[src/sv/tpwl_pkg.sv]
`timescale 1ns / 1ps
package tpwl_pkg;

    localparam int DEPTH_DEF      = 1024;
    localparam int TIME_BITS_DEF  = 32;
    localparam int PRICE_BITS_DEF = 32;

    localparam int ADDR_BITS = 3;

    localparam logic [ADDR_BITS-1:0] REG_WINDOW    = 3'd0;
    localparam logic [ADDR_BITS-1:0] REG_JUMP_GAP  = 3'd1;
    localparam logic [ADDR_BITS-1:0] REG_MAX_BP    = 3'd2;
    localparam logic [ADDR_BITS-1:0] REG_EVICT_TOL = 3'd3;
    localparam logic [ADDR_BITS-1:0] REG_STALE     = 3'd4;

    localparam logic [1:0] RJ_NONE  = 2'd0;
    localparam logic [1:0] RJ_ORDER = 2'd1;
    localparam logic [1:0] RJ_ZERO  = 2'd2;
    localparam logic [1:0] RJ_JUMP  = 2'd3;

    localparam logic [15:0] BP_SCALE = 16'd10000;

    typedef enum logic [3:0] {
        ST_IDLE,
        ST_T_RD,
        ST_T_CHK,
        ST_T_MUL,
        ST_T_CMP,
        ST_T_WR,
        ST_EV_RD,
        ST_EV_CHK,
        ST_Q_RD,
        ST_Q_CHK,
        ST_Q_FIN,
        ST_NEW_RD,
        ST_DONE
    } state_t;

    typedef struct packed {
        logic load_in;
        logic rd_last;
        logic rd_oldest;
        logic rd_mid;
        logic rd_found;
        logic rd_newest;
        logic mul;
        logic write_tick;
        logic drop_oldest;
        logic set_ready;
        logic q_init;
        logic q_step;
        logic q_finish;
        logic reject;
        logic out_load;
    } ctrl_t;

    typedef struct packed {
        logic       is_query;
        logic       order_bad;
        logic       zero_price;
        logic       need_jump;
        logic       jump_bad;
        logic       evict_more;
        logic       q_empty;
        logic       q_searching;
    } stat_t;

endpackage

[src/sv/tpwl_ctrl.sv]
`timescale 1ns / 1ps
module tpwl_ctrl (
    input  logic            clk,
    input  logic            rst_n,
    input  logic            in_fire,
    input  logic            out_busy,
    input  tpwl_pkg::stat_t stat,
    output tpwl_pkg::ctrl_t ctrl,
    output logic            idle
);

    tpwl_pkg::state_t state_reg, state_next;

    always_ff @(posedge clk or negedge rst_n)
    begin
        if (!rst_n)
        begin
            state_reg <= tpwl_pkg::ST_IDLE;
        end
        else
        begin
            state_reg <= state_next;
        end
    end

    always_comb
    begin
        state_next = state_reg;
        ctrl = '0;
        idle = 1'b0;
        unique case (state_reg)
            tpwl_pkg::ST_IDLE:
            begin
                idle = 1'b1;
                if (in_fire)
                begin
                    ctrl.load_in = 1'b1;
                    state_next = tpwl_pkg::ST_T_RD;
                end
            end
            tpwl_pkg::ST_T_RD:
            begin
                if (stat.is_query)
                begin
                    ctrl.q_init = 1'b1;
                    state_next = tpwl_pkg::ST_Q_RD;
                end
                else
                begin
                    ctrl.rd_last = 1'b1;
                    state_next = tpwl_pkg::ST_T_CHK;
                end
            end
            tpwl_pkg::ST_T_CHK:
            begin
                if (stat.order_bad || stat.zero_price)
                begin
                    ctrl.reject = 1'b1;
                    state_next = tpwl_pkg::ST_NEW_RD;
                end
                else if (stat.need_jump)
                begin
                    ctrl.mul = 1'b1;
                    state_next = tpwl_pkg::ST_T_MUL;
                end
                else
                begin
                    state_next = tpwl_pkg::ST_T_WR;
                end
            end
            tpwl_pkg::ST_T_MUL:
            begin
                state_next = tpwl_pkg::ST_T_CMP;
            end
            tpwl_pkg::ST_T_CMP:
            begin
                if (stat.jump_bad)
                begin
                    ctrl.reject = 1'b1;
                    state_next = tpwl_pkg::ST_NEW_RD;
                end
                else
                begin
                    state_next = tpwl_pkg::ST_T_WR;
                end
            end
            tpwl_pkg::ST_T_WR:
            begin
                ctrl.write_tick = 1'b1;
                state_next = tpwl_pkg::ST_EV_RD;
            end
            tpwl_pkg::ST_EV_RD:
            begin
                ctrl.rd_oldest = 1'b1;
                state_next = tpwl_pkg::ST_EV_CHK;
            end
            tpwl_pkg::ST_EV_CHK:
            begin
                if (stat.evict_more)
                begin
                    ctrl.drop_oldest = 1'b1;
                    state_next = tpwl_pkg::ST_EV_RD;
                end
                else
                begin
                    ctrl.set_ready = 1'b1;
                    state_next = tpwl_pkg::ST_NEW_RD;
                end
            end
            tpwl_pkg::ST_Q_RD:
            begin
                if (stat.q_empty || !stat.q_searching)
                begin
                    ctrl.rd_found = 1'b1;
                    state_next = tpwl_pkg::ST_Q_FIN;
                end
                else
                begin
                    ctrl.rd_mid = 1'b1;
                    state_next = tpwl_pkg::ST_Q_CHK;
                end
            end
            tpwl_pkg::ST_Q_CHK:
            begin
                ctrl.q_step = 1'b1;
                state_next = tpwl_pkg::ST_Q_RD;
            end
            tpwl_pkg::ST_Q_FIN:
            begin
                ctrl.q_finish = 1'b1;
                state_next = tpwl_pkg::ST_NEW_RD;
            end
            tpwl_pkg::ST_NEW_RD:
            begin
                ctrl.rd_newest = 1'b1;
                state_next = tpwl_pkg::ST_DONE;
            end
            tpwl_pkg::ST_DONE:
            begin
                // hold the newest-entry read while the result waits
                ctrl.rd_newest = 1'b1;
                if (!out_busy)
                begin
                    ctrl.out_load = 1'b1;
                    state_next = tpwl_pkg::ST_IDLE;
                end
            end
            default:
            begin
                state_next = tpwl_pkg::ST_IDLE;
            end
        endcase
    end

endmodule

[config.mk]
export PLATFORM = sky130hd
export DESIGN_NAME = tpwl_ctrl
export DESIGN_NICKNAME = d
export VERILOG_FILES = /design/src/sv/tpwl_pkg.sv /design/src/sv/tpwl_ctrl.sv
export SDC_FILE = /design/constraint.sdc
export NUM_CORES = 1
export LEC_CHECK = 0
export BUFFER_PORTS_ARGS = -buffer_cell sky130_fd_sc_hd__buf_2
export CAP_MARGIN = 10
export CORE_AREA = 4 4 41 43
export DETAILED_ROUTE_END_ITERATION = 16
export DIE_AREA = 0 0 45 47
export GPL_TIMING_DRIVEN = 1
export PLACE_DENSITY = 0.68
export SYNTH_ARGS = -nofsm -noshare
export SYNTH_HDL_FRONTEND = slang
export SYNTH_SLANG_ARGS = --single-unit
[constraint.sdc]
create_clock -name clk -period 1.5 [get_ports clk]
set_input_delay 0.3 -clock clk [delete_from_list [all_inputs] [get_ports clk]]
set_output_delay 0.3 -clock clk [all_outputs]
set_load 0.01 [all_outputs]
# Yosys cells after proc, flatten, opt, wreduce, memory -nomap -nowiden
# Cells that the tools add are included.
# Widths: inputs -> output; s select.
# totals
reg_bits	4
latch_bits	0
ramBits	0
mem_bits_ro	0
in_bits	12
elab_cells	56
n_memories	0
# op_classes
addsub	0
mul	0
div	0
n_lt_le_gt_ge	0
eq_ne	14
shift	0
n_mux	35
bitwise	0
n_reduce_logical	6
# op_table
cell	n
$pmux 4 s13	1
$mux 4	6
$mux 1	23
$eq 4x4->1 const B	5
$eq 4x3->1 const B	4
$eq 4x2->1 const B	2
$mux 2	3
$eq 4x1->1 const B	1
$logic_not 4->1	1
$ne 2x2->1 const B	2
$mux 3	1
$logic_or 1x1->1	2
$pmux 1 s2	1
$reduce_and 2->1	1
$reduce_or 2->1	1
$logic_not 1->1	1

# Depth between registers and ports, before layout
# depth
ltp_word	4
ltp_mapped	4

# Worst setup path before layout
# OpenSTA, ideal clock, no wires.
# synth_timing
path_kind	reg2out
from	register state_reg[3]
to	output port ctrl[14] in the netlist's numbering
arrival_time_ns	1.347
t_required_ns	1.200
path_slack_ns	-0.147
path_stages_with_launch	4
path_cell_list	dfrtp_1 buf_2 nor4_1 and2_1
# synth_rtl
item	line	text
start, declared	tpwl_ctrl.sv:12	tpwl_pkg::state_t state_reg, state_next;
start signal, assigned	tpwl_ctrl.sv:18	state_reg <= tpwl_pkg::ST_IDLE;
start signal, assigned	tpwl_ctrl.sv:22	state_reg <= state_next;
end, declared	tpwl_ctrl.sv:8	output tpwl_pkg::ctrl_t ctrl,

==> reports/qor.tcl <==
set qor(outcome) {finished with violations}
set qor(violations) {setup timing}
set qor(worstPathRequired_ns) 1.20
set qor(drt-initial-drc-count) 14
set qor(static-leakage-power_uw) 0.000445
set qor(layout_setup_ws_ns) -0.175
set qor(synth.cells.most_frequent) {sky130_fd_sc_hd__nor2_1, sky130_fd_sc_hd__dfrtp_1, sky130_fd_sc_hd__nand2b_1, sky130_fd_sc_hd__nor3_1}
set qor(die-width_um) 45
set qor(final_cell_area_um2) 930
set qor(place.gp.congestion) 0.843
set qor(ctsHtreeMaxLevel) 1
set qor(finalSetupViolations) 16
set qor(final_cell_count_no_fill) 126
set qor(synthesis.area_per_instance_um2) 7.53
set qor(die_height_um) 47
set qor(detailed_route_wl_mm) 1.78
set qor(clockBufferDepth) 2
set qor(post_route_cells_drive_above_1_share) 0.640
set qor(report.final.slew_viol_count) 0
set qor(worst_setup_path_end_kind) {output pin}
set qor(yosys.area.top_type_share) 0.208
set qor(slew_at_the_pin_closest_to_its_max_slew_limit_ns) 0.308
set qor(starting_density_of_the_core) 0.370
set qor(io-pin-count) 28
set qor(numClockSinks) 4
set qor(core-area_um2) 1300
set qor(preCtsSetupSlack_ns) -0.0238
set qor(area_delta_synth_final_pct) 93.0
set qor(synth.cell_area_um2) 482
set qor(finalCriticalPeriod_ns) 1.68
set qor(main_combinational_cell_family_by_area_after_synthesis) {simple AND/OR/NAND/NOR gates}
set qor(placementRows) 13
set qor(cts.root.buffer_cell) {sky130_fd_sc_hd__clkbuf_4}
set qor(ir_worst_vdd_mv) 1.40
set qor(power_density_nw_per_um2) 1900
set qor(clk_pin_slew_ns) 0.04
set qor(top_count_cell_post_synth) {sky130_fd_sc_hd__nor2_1}
set qor(via_count_of_the_first_global_routing_pass) 597
set qor(synthFlopType) {sky130_fd_sc_hd__dfrtp_1}
set qor(critical_path_arrival_ns) 1.38
set qor(crit-reg2reg-launch) {state_reg[0]}
set qor(nets) 125
set qor(number_of_warnings_issued_by_yosys) 0
set qor(critical_path_buf_inv_count) 1
set qor(synthSimpleGateAreaFrac) 0.496
set qor(achievable-frequency_mhz) 597
set qor(synth_fp_nets) 76
set qor(vias_per_cell) 5.40
set qor(port_buffers) 27
set qor(dp.final_hpwl_mm) 1.25
set qor(critPathMaxFanout) 8
set qor(dr_total_vias) 681
set qor(worst_slew_margin_rel) 0.794
set qor(rsz0062_at_grt) {true}
set qor(synth_xor_xnor_area_share) 0
set qor(synth_largest_area_cell) {sky130_fd_sc_hd__dfrtp_1}
set qor(avgRoutedWirePerCell_um) 14.1
set qor(maxCapViolations) 0
set qor(timing.hold.worst.class) {primary input to async pin}
set qor(drcViolationCount) 0
set qor(grt_antenna_before_repair) 0
set qor(gr-usage-all-layers) 0.183
set qor(placed_cell_area_um2) 729
set qor(worst_path_dominant_cell_family) {simple AND/OR/NAND/NOR gates}
set qor(seq_cells_post_synth) 4
set qor(n_antenna_cell) 0
set qor(synth_mux_area_frac) 0.0208
set qor(ant_nets) 0
set qor(report.final.hold_viol_count) 0
set qor(synth_compound_gate_area_share) 0.213
set qor(synth-adder-area-share) 0
set qor(syn-instance-count) 64
set qor(synth-async-reset-ratio) 1.00
set qor(critPathLaunch) {state_reg[3]}
set qor(cts_tree) {yes}
set qor(drtPass1Iterations) 4
set qor(grt_overflow_total) 0
set qor(worst_setup_path_start_kind) {flip-flop}
set qor(final_min_period_over_clock_period) 1.12
set qor(worst_path_largest_cell_delay_ns) 0.46
set qor(area_contributors_post_synth) {sky130_fd_sc_hd__dfrtp_1, sky130_fd_sc_hd__nor2_1, sky130_fd_sc_hd__nand2b_1}
set qor(timing_worst_setup_path_type) {flip-flop to output pin}
set qor(synth_seq_area_share) 0.208
set qor(die_area_um2) 2120
set qor(numCtsBuffers) 3
set qor(placedCellCount) 115
set qor(grt_first_pass_wirelength_mm) 2.75
set qor(crit_path_top_delay_cell) {sky130_fd_sc_hd__dfrtp_2}
set qor(max_ffs_per_register) 4
set qor(clock_insertion_delay_worst_skew_ns) 0.24
set qor(finalSetupTns_ns) -1.65
set qor(number_of_flops_mapped_to_enable_cells_by_yosys) 0
set qor(clock-skew-final_ns) 0.0108
set qor(synth.distinct_cells) 39
set qor(worstPathCellList) {or2b_1, nor3_1, buf_2}
set qor(grt_max_degree) 9
## layout by cell type, fill, tap and decap left out, types with 2 or more instances in the layout
cell type / instances
sky130_fd_sc_hd__nor3_1: 4
sky130_fd_sc_hd__or3_1: 2
sky130_fd_sc_hd__inv_4: 2
sky130_fd_sc_hd__clkbuf_4: 3
sky130_fd_sc_hd__nor4_4: 2
sky130_fd_sc_hd__nand2_1: 3
sky130_fd_sc_hd__nor2b_1: 2
sky130_fd_sc_hd__buf_4: 13
sky130_fd_sc_hd__nand2b_1: 3
sky130_fd_sc_hd__buf_6: 8
sky130_fd_sc_hd__nor2_1: 6
sky130_fd_sc_hd__dfrtp_2: 4
sky130_fd_sc_hd__nand3_2: 2
sky130_fd_sc_hd__buf_2: 26
## what timing repair did
item	CTS	global route
endpoints found under the setup margin	17	18
buffers inserted	3	4
hold buffers	1	0
gates resized for setup	23	9
pin swaps	4	4
hold endpoints to repair	4	0
## routing by layer
layer,part of all wire,global-route usage,up-vias
met5,0,0,-
met4,0,0.0175,0
met3,0.080,0.0651,0
met2,0.51,0.328,32
met1,0.40,0.217,310
li1,-,-,339
## cell families after synthesis
kind of cell,Yosys count
flops,4
mux,1
buf+inv,7
compound gates,13
simple gates,39
## through the flow
step,total power [µW],utilization,hold slack [ns]
4_1_cts,1600,0.667,0.386
5_1_grt,1900,0.714,0.412
3_3_place_gp,1220,0.561,0.107
2_1_floorplan,804,-,0.00441
6_report,1770,0.714,0.395
3_5_place_dp,1230,0.561,0.107
## worst paths after layout
kind	endpoint	slack, ns	depth (start not counted)
worst min-delay path	state_reg[1]	0.40	2
worst min register to register	state_reg[0]	0.75	2
worst max register to register	state_reg[1]	0.01	4
worst max-delay path	ctrl[6]	-0.18	3
min in group clk	state_reg[0]	0.41	3
max in group asynchronous	state_reg[3]	0.96	2
## power by group
part	total, µW	internal [µW]	switching, µW
combinational	1310	729	582
sequential	319	170	149
clock	138	89.7	47.9
total	1770	989	778
## layout make-up
type,count,area [µm²]
clock buffer,3,22.5
fill,105,372
inverter,3,17.5
multi-input combinational,53,438
sequential,4,105
tap,15,18.8
timing repair buffer,48,328
No activity file was read; power rests on OpenSTA's default activity.
